--- config.mk ---
export PLATFORM = sky130hd
export DESIGN_NAME = load_cell_adc_readout_scaler
export DESIGN_NICKNAME = d
export VERILOG_FILES = /design/src/rtl/lcar_pkg.sv /design/src/rtl/load_cell_adc_readout_scaler.sv
export SDC_FILE = /design/constraint.sdc
export NUM_CORES = 1
export LEC_CHECK = 0
export BUFFER_PORTS_ARGS = -buffer_cell sky130_fd_sc_hd__buf_4
export CAP_MARGIN = 20
export CORE_AREA = 4 4 165 167
export CTS_CLUSTER_DIAMETER = 50
export DETAILED_ROUTE_END_ITERATION = 16
export DIE_AREA = 0 0 169 171
export PLACE_DENSITY = 0.75
export SLEW_MARGIN = 20
export SYNTH_ARGS = -nofsm -noshare
export SYNTH_HDL_FRONTEND = slang
export SYNTH_SLANG_ARGS = --single-unit
--- constraint.sdc ---
create_clock -name aclk -period 4.1 [get_ports aclk]
set_clock_uncertainty 0.2 [all_clocks]
set_input_delay 0.205 -clock aclk [delete_from_list [all_inputs] [get_ports aclk]]
set_output_delay 0.205 -clock aclk [all_outputs]
set_load 0.01 [all_outputs]
--- src/rtl/lcar_pkg.sv ---
`timescale 1ns / 1ps

package lcar_pkg;

    // field widths
    localparam int CODE_W     = 24;
    localparam int COUNTS_W   = 18;
    localparam int TARE_W     = 18;
    localparam int CAL_W      = 7;
    localparam int CFG_IDX_W  = 2;
    localparam int CFG_DATA_W = 18;

    // default converter frame length
    localparam int DATA_BITS_DEF = 24;

    // first divider: code / 100
    localparam int DIV_CONST = 100;
    localparam int REM1_W    = 7;

    // second divider: (200*d + c) / (20*c)
    localparam int NUM_MUL = 200;
    localparam int DEN_MUL = 20;
    localparam int NUM_W   = 26;
    localparam int DEN_W   = 12;

    // largest net weight
    localparam int NET_MAX = 167772;

    // register indexes
    localparam logic [CFG_IDX_W-1:0] REG_TARE = 2'd0;
    localparam logic [CFG_IDX_W-1:0] REG_CAL  = 2'd1;

    localparam logic [CAL_W-1:0] CAL_RESET = 7'd44;

    // serial clock phase of the converter interface
    typedef enum logic [3:0] {
        PH_WAIT  = 4'b0001,
        PH_HIGH  = 4'b0010,
        PH_LOW   = 4'b0100,
        PH_FINAL = 4'b1000
    } phase_t;

    // datapath sequencer
    typedef enum logic [5:0] {
        ST_IDLE = 6'b000001,
        ST_DIV1 = 6'b000010,
        ST_CHK  = 6'b000100,
        ST_MUL  = 6'b001000,
        ST_DIV2 = 6'b010000,
        ST_FIN  = 6'b100000
    } ctrl_t;

endpackage

--- src/rtl/load_cell_adc_readout_scaler.sv ---
`timescale 1ns / 1ps

// Bit-banged readout of a serial load cell converter. Each request is one SCK half period
// carrying the sampled DOUT level, and each request yields exactly one response with the
// SCK level to drive, the frame flag, the offset-binary code, the code divided by 100 and
// the net weight in grams. Ordinary ticks answer in the cycle after acceptance. The tick
// that completes a frame runs two bit-serial restoring dividers, one quotient bit per
// cycle: first a DATA_BITS-bit divide by 100, then the tare check and numerator set-up,
// then a 26-bit divide by 20*cal; the frame response is presented from the final state.
// When the reading is not above tare, or cal is zero, the second divide is skipped. A
// stalled response holds the sequencer in its final state. Only one request is in flight
// at a time; a new one is taken as soon as the sequencer is idle and the response
// register is empty or being drained. tare_counts (index 0) and cal_tenths (index 1) are
// written through the cfg port; the user must write them only while the block is idle,
// which the block itself does not enforce; other indexes are ignored.
module load_cell_adc_readout_scaler #(
    parameter int DATA_BITS = lcar_pkg::DATA_BITS_DEF
) (
    input  logic                             aclk,
    input  logic                             aresetn,

    input  logic                             cfg_valid,
    output logic                             cfg_ready,
    input  logic [lcar_pkg::CFG_IDX_W-1:0]   cfg_index,
    input  logic [lcar_pkg::CFG_DATA_W-1:0]  cfg_data,

    input  logic                             s_valid,
    output logic                             s_ready,
    input  logic                             s_dout_level,

    output logic                             m_valid,
    input  logic                             m_ready,
    output logic                             m_sck_level,
    output logic                             m_frame_done,
    output logic [lcar_pkg::CODE_W-1:0]      m_raw_code,
    output logic [lcar_pkg::COUNTS_W-1:0]    m_scaled_counts,
    output logic [lcar_pkg::COUNTS_W-1:0]    m_net_weight
);

    localparam int CNT_W  = $clog2(DATA_BITS + 1);
    localparam int STEP_W = $clog2(lcar_pkg::NUM_W + 1);
    localparam logic [DATA_BITS-1:0] TOP_BIT = DATA_BITS'(1) << (DATA_BITS - 1);

    // configuration registers
    logic [lcar_pkg::TARE_W-1:0] tare_reg;
    logic [lcar_pkg::CAL_W-1:0]  cal_reg;

    // converter interface state
    lcar_pkg::phase_t            phase_reg, phase_next;
    logic [CNT_W-1:0]            bit_count_reg, bit_count_next;
    logic [DATA_BITS-1:0]        shift_reg, shift_next;
    logic [lcar_pkg::COUNTS_W-1:0] held_reg, held_next;

    // sequencer and datapath
    lcar_pkg::ctrl_t             ctrl_reg, ctrl_next;
    logic [STEP_W-1:0]           step_reg, step_next;
    logic [DATA_BITS-1:0]        div1_reg, div1_next;
    logic [lcar_pkg::REM1_W-1:0] rem1_reg, rem1_next;
    logic [lcar_pkg::COUNTS_W-1:0] diff_reg, diff_next;
    logic                        upd_reg, upd_next;
    logic [lcar_pkg::NUM_W-1:0]  num_reg, num_next;
    logic [lcar_pkg::DEN_W-1:0]  den_reg, den_next;
    logic [lcar_pkg::DEN_W-1:0]  rem2_reg, rem2_next;

    // response register
    logic                        m_valid_reg, m_valid_next;
    logic                        sck_reg, sck_next;
    logic                        done_reg, done_next;
    logic [lcar_pkg::CODE_W-1:0] raw_reg, raw_next;
    logic [lcar_pkg::COUNTS_W-1:0] scaled_reg, scaled_next;
    logic [lcar_pkg::COUNTS_W-1:0] net_reg, net_next;

    logic                        slot_free;
    logic                        s_accept;
    logic [lcar_pkg::REM1_W:0]   trial1;
    logic [lcar_pkg::DEN_W:0]    trial2;
    logic [lcar_pkg::COUNTS_W-1:0] quot1;
    logic [lcar_pkg::COUNTS_W-1:0] net_sat;

    assign cfg_ready = 1'b1;
    assign slot_free = !m_valid_reg || m_ready;
    assign s_ready   = (ctrl_reg == lcar_pkg::ST_IDLE) && slot_free;
    assign s_accept  = s_valid && s_ready;

    assign m_valid         = m_valid_reg;
    assign m_sck_level     = sck_reg;
    assign m_frame_done    = done_reg;
    assign m_raw_code      = raw_reg;
    assign m_scaled_counts = scaled_reg;
    assign m_net_weight    = net_reg;

    // one restoring step of each divider
    assign trial1 = {rem1_reg, div1_reg[DATA_BITS-1]};
    assign trial2 = {rem2_reg, num_reg[lcar_pkg::NUM_W-1]};
    assign quot1  = lcar_pkg::COUNTS_W'(div1_reg);

    // clamp of the second quotient
    assign net_sat = (num_reg > lcar_pkg::NUM_W'(lcar_pkg::NET_MAX))
                   ? lcar_pkg::COUNTS_W'(lcar_pkg::NET_MAX)
                   : lcar_pkg::COUNTS_W'(num_reg);

    // configuration writes
    always_ff @(posedge aclk) begin
        if (!aresetn) begin
            tare_reg <= '0;
            cal_reg  <= lcar_pkg::CAL_RESET;
        end else if (cfg_valid && cfg_ready) begin
            case (cfg_index)
                lcar_pkg::REG_TARE: tare_reg <= cfg_data[lcar_pkg::TARE_W-1:0];
                lcar_pkg::REG_CAL:  cal_reg  <= cfg_data[lcar_pkg::CAL_W-1:0];
                default: ;
            endcase
        end
    end

    // tick handling and sequencer
    always_comb begin
        phase_next     = phase_reg;
        bit_count_next = bit_count_reg;
        shift_next     = shift_reg;
        held_next      = held_reg;
        ctrl_next      = ctrl_reg;
        step_next      = step_reg;
        div1_next      = div1_reg;
        rem1_next      = rem1_reg;
        diff_next      = diff_reg;
        upd_next       = upd_reg;
        num_next       = num_reg;
        den_next       = den_reg;
        rem2_next      = rem2_reg;
        m_valid_next   = m_valid_reg && !m_ready;
        sck_next       = sck_reg;
        done_next      = done_reg;
        raw_next       = raw_reg;
        scaled_next    = scaled_reg;
        net_next       = net_reg;

        case (ctrl_reg)
            lcar_pkg::ST_IDLE: begin
                if (s_accept) begin
                    // default response for an ordinary tick
                    m_valid_next = 1'b1;
                    sck_next     = 1'b0;
                    done_next    = 1'b0;
                    raw_next     = '0;
                    scaled_next  = '0;
                    net_next     = held_reg;
                    case (phase_reg)
                        lcar_pkg::PH_WAIT: begin
                            if (!s_dout_level) begin
                                bit_count_next = '0;
                                shift_next     = '0;
                                phase_next     = lcar_pkg::PH_HIGH;
                            end
                        end
                        lcar_pkg::PH_HIGH: begin
                            sck_next   = 1'b1;
                            phase_next = (bit_count_reg < CNT_W'(DATA_BITS))
                                       ? lcar_pkg::PH_LOW : lcar_pkg::PH_FINAL;
                        end
                        lcar_pkg::PH_LOW: begin
                            shift_next     = {shift_reg[DATA_BITS-2:0], s_dout_level};
                            bit_count_next = bit_count_reg + CNT_W'(1);
                            phase_next     = lcar_pkg::PH_HIGH;
                        end
                        default: begin
                            // frame complete: answer after the dividers
                            m_valid_next = 1'b0;
                            phase_next   = lcar_pkg::PH_WAIT;
                            div1_next    = shift_reg ^ TOP_BIT;
                            rem1_next    = '0;
                            step_next    = '0;
                            ctrl_next    = lcar_pkg::ST_DIV1;
                        end
                    endcase
                end
            end
            lcar_pkg::ST_DIV1: begin
                // one quotient bit of code / 100 per cycle
                if (trial1 >= (lcar_pkg::REM1_W + 1)'(lcar_pkg::DIV_CONST)) begin
                    rem1_next = lcar_pkg::REM1_W'(
                        trial1 - (lcar_pkg::REM1_W + 1)'(lcar_pkg::DIV_CONST));
                    div1_next = {div1_reg[DATA_BITS-2:0], 1'b1};
                end else begin
                    rem1_next = trial1[lcar_pkg::REM1_W-1:0];
                    div1_next = {div1_reg[DATA_BITS-2:0], 1'b0};
                end
                step_next = step_reg + STEP_W'(1);
                if (step_reg == STEP_W'(DATA_BITS - 1)) begin
                    ctrl_next = lcar_pkg::ST_CHK;
                end
            end
            lcar_pkg::ST_CHK: begin
                // tare check
                diff_next = quot1 - tare_reg;
                upd_next  = (quot1 > tare_reg) && (cal_reg != '0);
                ctrl_next = ((quot1 > tare_reg) && (cal_reg != '0))
                          ? lcar_pkg::ST_MUL : lcar_pkg::ST_FIN;
            end
            lcar_pkg::ST_MUL: begin
                // numerator 200*d + c and denominator 20*c
                num_next  = lcar_pkg::NUM_W'(diff_reg) * lcar_pkg::NUM_W'(lcar_pkg::NUM_MUL)
                          + lcar_pkg::NUM_W'(cal_reg);
                den_next  = lcar_pkg::DEN_W'(cal_reg) * lcar_pkg::DEN_W'(lcar_pkg::DEN_MUL);
                rem2_next = '0;
                step_next = '0;
                ctrl_next = lcar_pkg::ST_DIV2;
            end
            lcar_pkg::ST_DIV2: begin
                // one quotient bit of the weight per cycle
                if (trial2 >= {1'b0, den_reg}) begin
                    rem2_next = lcar_pkg::DEN_W'(trial2 - {1'b0, den_reg});
                    num_next  = {num_reg[lcar_pkg::NUM_W-2:0], 1'b1};
                end else begin
                    rem2_next = trial2[lcar_pkg::DEN_W-1:0];
                    num_next  = {num_reg[lcar_pkg::NUM_W-2:0], 1'b0};
                end
                step_next = step_reg + STEP_W'(1);
                if (step_reg == STEP_W'(lcar_pkg::NUM_W - 1)) begin
                    ctrl_next = lcar_pkg::ST_FIN;
                end
            end
            default: begin
                // update held weight and present the frame response
                if (slot_free) begin
                    if (upd_reg) begin
                        held_next = net_sat;
                    end
                    m_valid_next = 1'b1;
                    sck_next     = 1'b0;
                    done_next    = 1'b1;
                    raw_next     = lcar_pkg::CODE_W'(shift_reg ^ TOP_BIT);
                    scaled_next  = quot1;
                    net_next     = upd_reg ? net_sat : held_reg;
                    upd_next     = 1'b0;
                    ctrl_next    = lcar_pkg::ST_IDLE;
                end
            end
        endcase
    end

    // control state
    always_ff @(posedge aclk) begin
        if (!aresetn) begin
            phase_reg     <= lcar_pkg::PH_WAIT;
            bit_count_reg <= '0;
            shift_reg     <= '0;
            held_reg      <= '0;
            ctrl_reg      <= lcar_pkg::ST_IDLE;
            upd_reg       <= 1'b0;
            m_valid_reg   <= 1'b0;
        end else begin
            phase_reg     <= phase_next;
            bit_count_reg <= bit_count_next;
            shift_reg     <= shift_next;
            held_reg      <= held_next;
            ctrl_reg      <= ctrl_next;
            upd_reg       <= upd_next;
            m_valid_reg   <= m_valid_next;
        end
    end

    // datapath and response payload
    always_ff @(posedge aclk) begin
        step_reg   <= step_next;
        div1_reg   <= div1_next;
        rem1_reg   <= rem1_next;
        diff_reg   <= diff_next;
        num_reg    <= num_next;
        den_reg    <= den_next;
        rem2_reg   <= rem2_next;
        sck_reg    <= sck_next;
        done_reg   <= done_next;
        raw_reg    <= raw_next;
        scaled_reg <= scaled_next;
        net_reg    <= net_next;
    end

endmodule

==> results.sh, run 1 <==
export IMPL_run_status="complete, but fails checks"
export IMPL_violations="negative setup slack"
export IMPL_dieWidth_um=169
export IMPL_ir_drop_uv=387
export IMPL_ys_seq_area_share_pct=47.4
export IMPL_synth_edf_count=164
export IMPL_crit_type="reg -> reg"
export IMPL_synth_area_um2=13900
export IMPL_first_pass_iters=5
export IMPL_fin_nets=1678
export IMPL_first_iter_violations=592
export IMPL_clk_latency_ns=0.55
export IMPL_vias=10500
export IMPL_routedWlPerCell_um=17.0
export IMPL_synth_area_leaders="edfxtp_1, dfxtp_1, ha_1, nand2_1, inv_1"
export IMPL_synth_ff_type="edfxtp_1"
export IMPL_postLayoutSetupSlackWorst_ns=-0.112
export IMPL_clk_pin_slew_ns=0.06
export IMPL_die_area_um2=28900
export IMPL_ys_top_cells_by_count="nand2_1, edfxtp_1, inv_1"
export IMPL_r2r_end="num_reg[24]"
export IMPL_ys_types=80
export IMPL_avgSynthCellArea_um2=10.2
export IMPL_area_growth_pct=23.3
export IMPL_p_leak_nw=7.05
export IMPL_hold_depth=2
export IMPL_cp_cell_sequence="ha_1 > ha_1 > inv_1 > fa_1 > inv_2 > ha_4 > a21o_1 > a22oi_2 > a31oi_4 > o41ai_4 > xor2_2 > buf_4 > nor4_4 > xnor2_1 > a21oi_1"
export IMPL_cts_sinks=248
export IMPL_hold_end="cal_reg[5]"
export IMPL_hp_class="in -> reg"
export IMPL_initial_utilization_pct=54.1
export IMPL_antenna_left=0
export IMPL_grt_usage_pct=21.3
export IMPL_row_count=59
export IMPL_grt_pass1_wl_um=51500
export IMPL_synth_seq_cells=248
export IMPL_yosys_area_top_type="edfxtp_1"
export IMPL_synth_top_area_share_pct=35.3
export IMPL_r2r_start="diff_reg[3]"
export IMPL_ff2ff_path_depth=15
export IMPL_place_hpwl_um=21000
export IMPL_max_cap_violations=0
export IMPL_r2r_slack_ns=-0.11
export IMPL_ctsHtreeMaxLevel=1
export IMPL_fmax_mhz=237
export IMPL_cts_tree="built"
export IMPL_yosysWarnings=0
export IMPL_via_per_inst=5.57
export IMPL_worst_pin_slew_ns=1.02
export IMPL_cp_slowest_stage_delay_ns=0.55
export IMPL_syn_inst=1360
export IMPL_grt_max_degree=91
export IMPL_cp_data_arrival_time_ns=4.29
export IMPL_rsz0062_at_grt="yes"
export IMPL_place_congestion=0.843
export IMPL_grt_pass1_vias=10700
export IMPL_critical_path_slowest_cell="fa_1"
export IMPL_fin_crit_ns=4.21
export IMPL_utilization_pct=66.7
export IMPL_powerDensity_nw_per_um2=485
export IMPL_finalWirelength_um=32000
export IMPL_antenna_found_initial=0
export IMPL_numPortBuffers=89
export IMPL_clock_path_buffers=3
export IMPL_crit_path_start_kind="register"
export IMPL_core_area_um2=25800
export IMPL_die_h_um=171
export IMPL_crit_fanout=4
export IMPL_largest_register_ffs=26
export IMPL_cts_made_buffers=29
export IMPL_num_fill_cells=1904
export IMPL_hold_ws_ns=0.0437
export IMPL_n_antenna_cell=0
export IMPL_drive_gt1_share_pct=20.1
export IMPL_crit_top_cell="ha_1"
export IMPL_drc=0
export IMPL_async_flop_share_pct=0
export IMPL_final_hold_violation_count=0
export IMPL_slew_viol_final=0
export IMPL_cts_root_buf="clkbuf_16"
export IMPL_slew_headroom_pct=31.7
export IMPL_setup_viol=7
export IMPL_required_ns=4.18
export IMPL_cp_end_kind="register"
export IMPL_synth_nets=1509
export IMPL_hp_start="aresetn"
export IMPL_pin_count=91
export IMPL_grt_overflow=0
export IMPL_synth_most_common_cell="nand2_1"
export IMPL_finalCritPeriodShare_pct=103
-- logic make-up (layout without fill, tap and decap cells) --
logic type	Yosys count	count (layout)	share of synthesized area [%]
compound gates	273	273	13.8
xor+xnor	71	71	4.76
fa+ha+maj	123	123	12.0
buf+inv	176	368	4.87
flops	248	248	47.4
mux	17	17	1.26
other cells	1	1	0.0269
simple gates	451	451	15.9
-- what timing repair did --
action | CTS | global route
hold buffers | 29 | 0
endpoints found under the setup margin | 5 | 11
buffers inserted | 9 | 15
endpoints found under the hold margin | 31 | 0
pin swaps | 32 | 50
gates resized for setup | 20 | 58
-- routing by layer --
layer  vias up  global-route usage, %  share of wire [%]
li1       5114                      -                  -
met1      5058                   27.0                 43
met2       274                   37.9                 50
met3        62                   3.67                5.0
met4         0                   5.50                2.6
met5         -                      0                  0
-- report_power, final --
part,switching [mW],total (mW),leakage (nW),internal (mW)
registers,0.257,3.53,2.24,3.27
logic,1.23,2.13,4.31,0.906
clock network,1.09,2.66,0.499,1.57
-- final cells by class --
type	instances	area, µm²	area share (%)
Clock buffer	36	823	4.79
Sequential cell	248	6610	38.5
Inverter	122	458	2.67
Multi-Input combinational cell	936	7130	41.5
Timing Repair Buffer	192	1550	9.00
Tap cell	335	419	2.44
Clock inverter	18	195	1.14
-- critical path, delay by kind of cell, from the launching register on --
| kind | cells | cell delay (ns) |
|---|---|---|
| buf+inv | 3 | 0.29 |
| fa+ha+maj | 4 | 1.40 |
| simple gates | 1 | 0.27 |
| compound gates | 5 | 1.04 |
| flops | 1 | 0.43 |
| xor+xnor | 2 | 0.31 |
-- placed cells by master, fill, tap and decap left out, types with 6 or more instances in the layout --
cell,instances
nand3_1,13
a21oi_1,62
dfxtp_1,84
buf_4,157
edfxtp_1,164
a211oi_1,6
inv_1,117
nor2b_1,47
ha_1,87
nor2_1,92
a21o_1,21
o21a_1,7
xor2_1,24
clkbuf_16,30
fa_1,16
a22oi_1,26
nor3_1,10
mux2i_1,12
dlygate4sd3_1,29
a22o_1,8
a21boi_0,25
xnor2_1,39
nand4_1,15
o21ai_0,29
and2_1,49
nand2_1,168
o22ai_1,10
nor4_1,6
ha_4,18
nand2b_1,6
o221a_2,10
o22a_1,10
-- stage by stage --
stage               std cells  cell area [µm²]  setup TNS [ns]  power (mW)  setup slack, ns
CTS                      1872            16700         -0.0936        8.34          -0.0471
floorplan                1360            14000       -0.000809        4.81        -0.000809
global route             1887            17200           -2.02        8.71           -0.276
global placement         1780            15200          -0.106        5.59          -0.0649
detailed placement       1780            15200          -0.641        5.65           -0.213
finish                   1887            17200          -0.459        8.32           -0.112
-- worst max-delay path by stage --
stage	start	slack, ns	to
after detailed placement	diff_reg[3]	-0.21	num_reg[23]
after global placement	diff_reg[3]	-0.06	num_reg[23]
after global routing	diff_reg[3]	-0.28	num_reg[25]
after floorplan	diff_reg[6]	-0.0008	num_reg[23]
final	diff_reg[3]	-0.11	num_reg[24]
after CTS	diff_reg[5]	-0.05	num_reg[23]
Note: power is estimated with default switching activity, not from simulation.
==> run 2: changes to the inputs <==
CAP_MARGIN = not set   (was 20)
SKIP_CTS_REPAIR_TIMING = 1   (was not set)
==> run 2 against run 1 <==
Register-to-register slack hardly changed. Count of clock-buffer cells in the layout did not move. Utilization decreased by 1.3 points. Routed wire length is 3.8% lower. Hold slack worse by 0.0057 ns. Setup slack worse by 0.0034 ns. Largest cell class unchanged. Die area unchanged. Highest routed layer unchanged. Clock power hardly changed. Sequential share of layout area is 0.77 points higher. The run still ends with negative setup slack left. Non-clock buffer count decreased by 21.
==> results.sh, run 2 (synthesized netlist as in run 1, its figures left out) <==
export IMPL_slew_viol_final=0
export IMPL_powerDensity_nw_per_um2=493
export IMPL_grt_pass1_vias=10300
export IMPL_r2r_slack_ns=-0.12
export IMPL_required_ns=4.20
export IMPL_p_leak_nw=6.94
export IMPL_n_antenna_cell=0
export IMPL_top_layer="met4"
export IMPL_cts_root_buf="clkbuf_16"
export IMPL_place_congestion=0.843
export IMPL_first_iter_violations=650
export IMPL_ff2ff_path_depth=13
export IMPL_largest_register_ffs=26
export IMPL_dpl_cell_area_um2=15200
export IMPL_cp_slowest_stage_delay_ns=0.60
export IMPL_grt_max_degree=91
export IMPL_drc=0
export IMPL_wl_met1_um=13100
export IMPL_final_common_cell="nand2_1"
export IMPL_route_met2_wl_um=15400
export IMPL_routedWlPerCell_um=16.5
export IMPL_max_cap_violations=0
export IMPL_wl_met3_um=1670
export IMPL_cts_sinks=248
export IMPL_run_status="complete, but fails checks"
export IMPL_crit_path_start_kind="register"
export IMPL_cp_cell_sequence="ha_4 > ha_4 > fa_1 > ha_4 > and3_4 > a22oi_2 > and2_4 > xor2_4 > nor4_4 > nand3_4 > nor3_4 > xnor2_1 > mux2_2"
export IMPL_dieWidth_um=169
export IMPL_ctsHtreeMaxLevel=1
export IMPL_grt_usage_pct=20.5
export IMPL_clk_pin_slew_ns=0.06
export IMPL_violations="negative setup slack"
export IMPL_antenna_found_initial=0
export IMPL_clock_path_buffers=3
export IMPL_fin_tns_setup_ns=-0.313
export IMPL_row_count=59
export IMPL_layout_common_cells="nand2_1, edfxtp_1, buf_4"
export IMPL_critical_path_slowest_cell="fa_1"
export IMPL_via_per_inst=5.55
export IMPL_final_hold_violation_count=0
export IMPL_ir_drop_uv=380
export IMPL_numPortBuffers=89
export IMPL_die_h_um=171
export IMPL_drive_gt1_share_pct=18.2
export IMPL_grt_pass1_wl_um=49700
export IMPL_grt_overflow=0
export IMPL_crit_fanout=4
export IMPL_core_area_um2=25800
export IMPL_die_area_um2=28900
export IMPL_hp_class="in -> reg"
export IMPL_initial_utilization_pct=54.1
export IMPL_setup_viol=5
export IMPL_crit_type="reg -> reg"
export IMPL_finalCritPeriodShare_pct=103
export IMPL_fmax_mhz=237
export IMPL_fin_crit_ns=4.22
export IMPL_clk_latency_ns=0.55
export IMPL_area_growth_pct=20.8
export IMPL_rsz0062_at_grt="yes"
export IMPL_crit_top_cell="ha_4"
export IMPL_fin_nets=1657
export IMPL_postLayoutSetupSlackWorst_ns=-0.115
export IMPL_vias=10300
export IMPL_cts_made_buffers=29
export IMPL_cp_data_arrival_time_ns=4.31
export IMPL_place_hpwl_um=21000
export IMPL_first_pass_iters=5
export IMPL_finalWirelength_um=30800
export IMPL_antenna_left=0
export IMPL_cts_tree="built"
export IMPL_worst_pin_slew_ns=1.04
export IMPL_cp_end_kind="register"
export IMPL_slew_headroom_pct=30.8
export IMPL_pin_count=91
export IMPL_hold_depth=2
export IMPL_design_area_um2=16800
run 2: cell count changes in the layout (fill, tap and decap cells not counted), sizes merged:
cell         previous run  this run
dlygate4sd3            29        25
buf                   163       146
run 2: worst max-delay path, delay by kind of cell (launching register included):
family          cells  cell delay [ns]
compound gates      1             0.29
xor+xnor            2             0.16
fa+ha+maj           4             1.35
flops               1             0.50
mux                 1             0.28
simple gates        5             1.17
run 2: cell type report:
| cell class | instances | area [µm²] |
|---|---|---|
| inverter | 122 | 458 |
| multi-input combinational | 936 | 6970 |
| clock buffer | 36 | 823 |
| sequential | 248 | 6610 |
| tap | 335 | 419 |
| timing repair buffer | 171 | 1360 |
| fill | 1976 | 8930 |
| clock inverter | 18 | 195 |
run 2: worst paths after layout:
path,startpoint,endpoint
hold / removal,aresetn,cal_reg[5]
setup reg to reg,diff_reg[3],num_reg[23]
hold reg to reg,tare_reg[3],tare_reg[3]
setup / recovery,diff_reg[3],num_reg[23]
run 2: power breakdown:
part | switching, mW | total, mW | internal [mW] | leakage [nW]
clock | 1.08 | 2.66 | 1.57 | 0.499
sequential | 0.255 | 3.53 | 3.27 | 2.24
combinational | 1.22 | 2.12 | 0.901 | 4.20
total | 2.56 | 8.31 | 5.75 | 6.94
run 2: per-stage QoR:
stage	util (%)	setup WS [ns]	cells	power [mW]	hold slack, ns
after floorplan	-	-0.000809	1360	4.81	0.130
after global placement	59.1	-0.0649	1780	5.59	0.252
after detailed placement	59.1	-0.213	1780	5.65	0.258
after CTS	63.1	-0.218	1834	8.31	-0.311
after global routing	65.3	-0.279	1866	8.70	0.0593
final	65.3	-0.115	1866	8.31	0.0379
run 2: routing by layer:
layer  vias up  track usage (%)
met5         -                0
li1       5067                -
met3        44             3.47
met2       275             36.3
met1      4961             26.5
met4         0             5.08
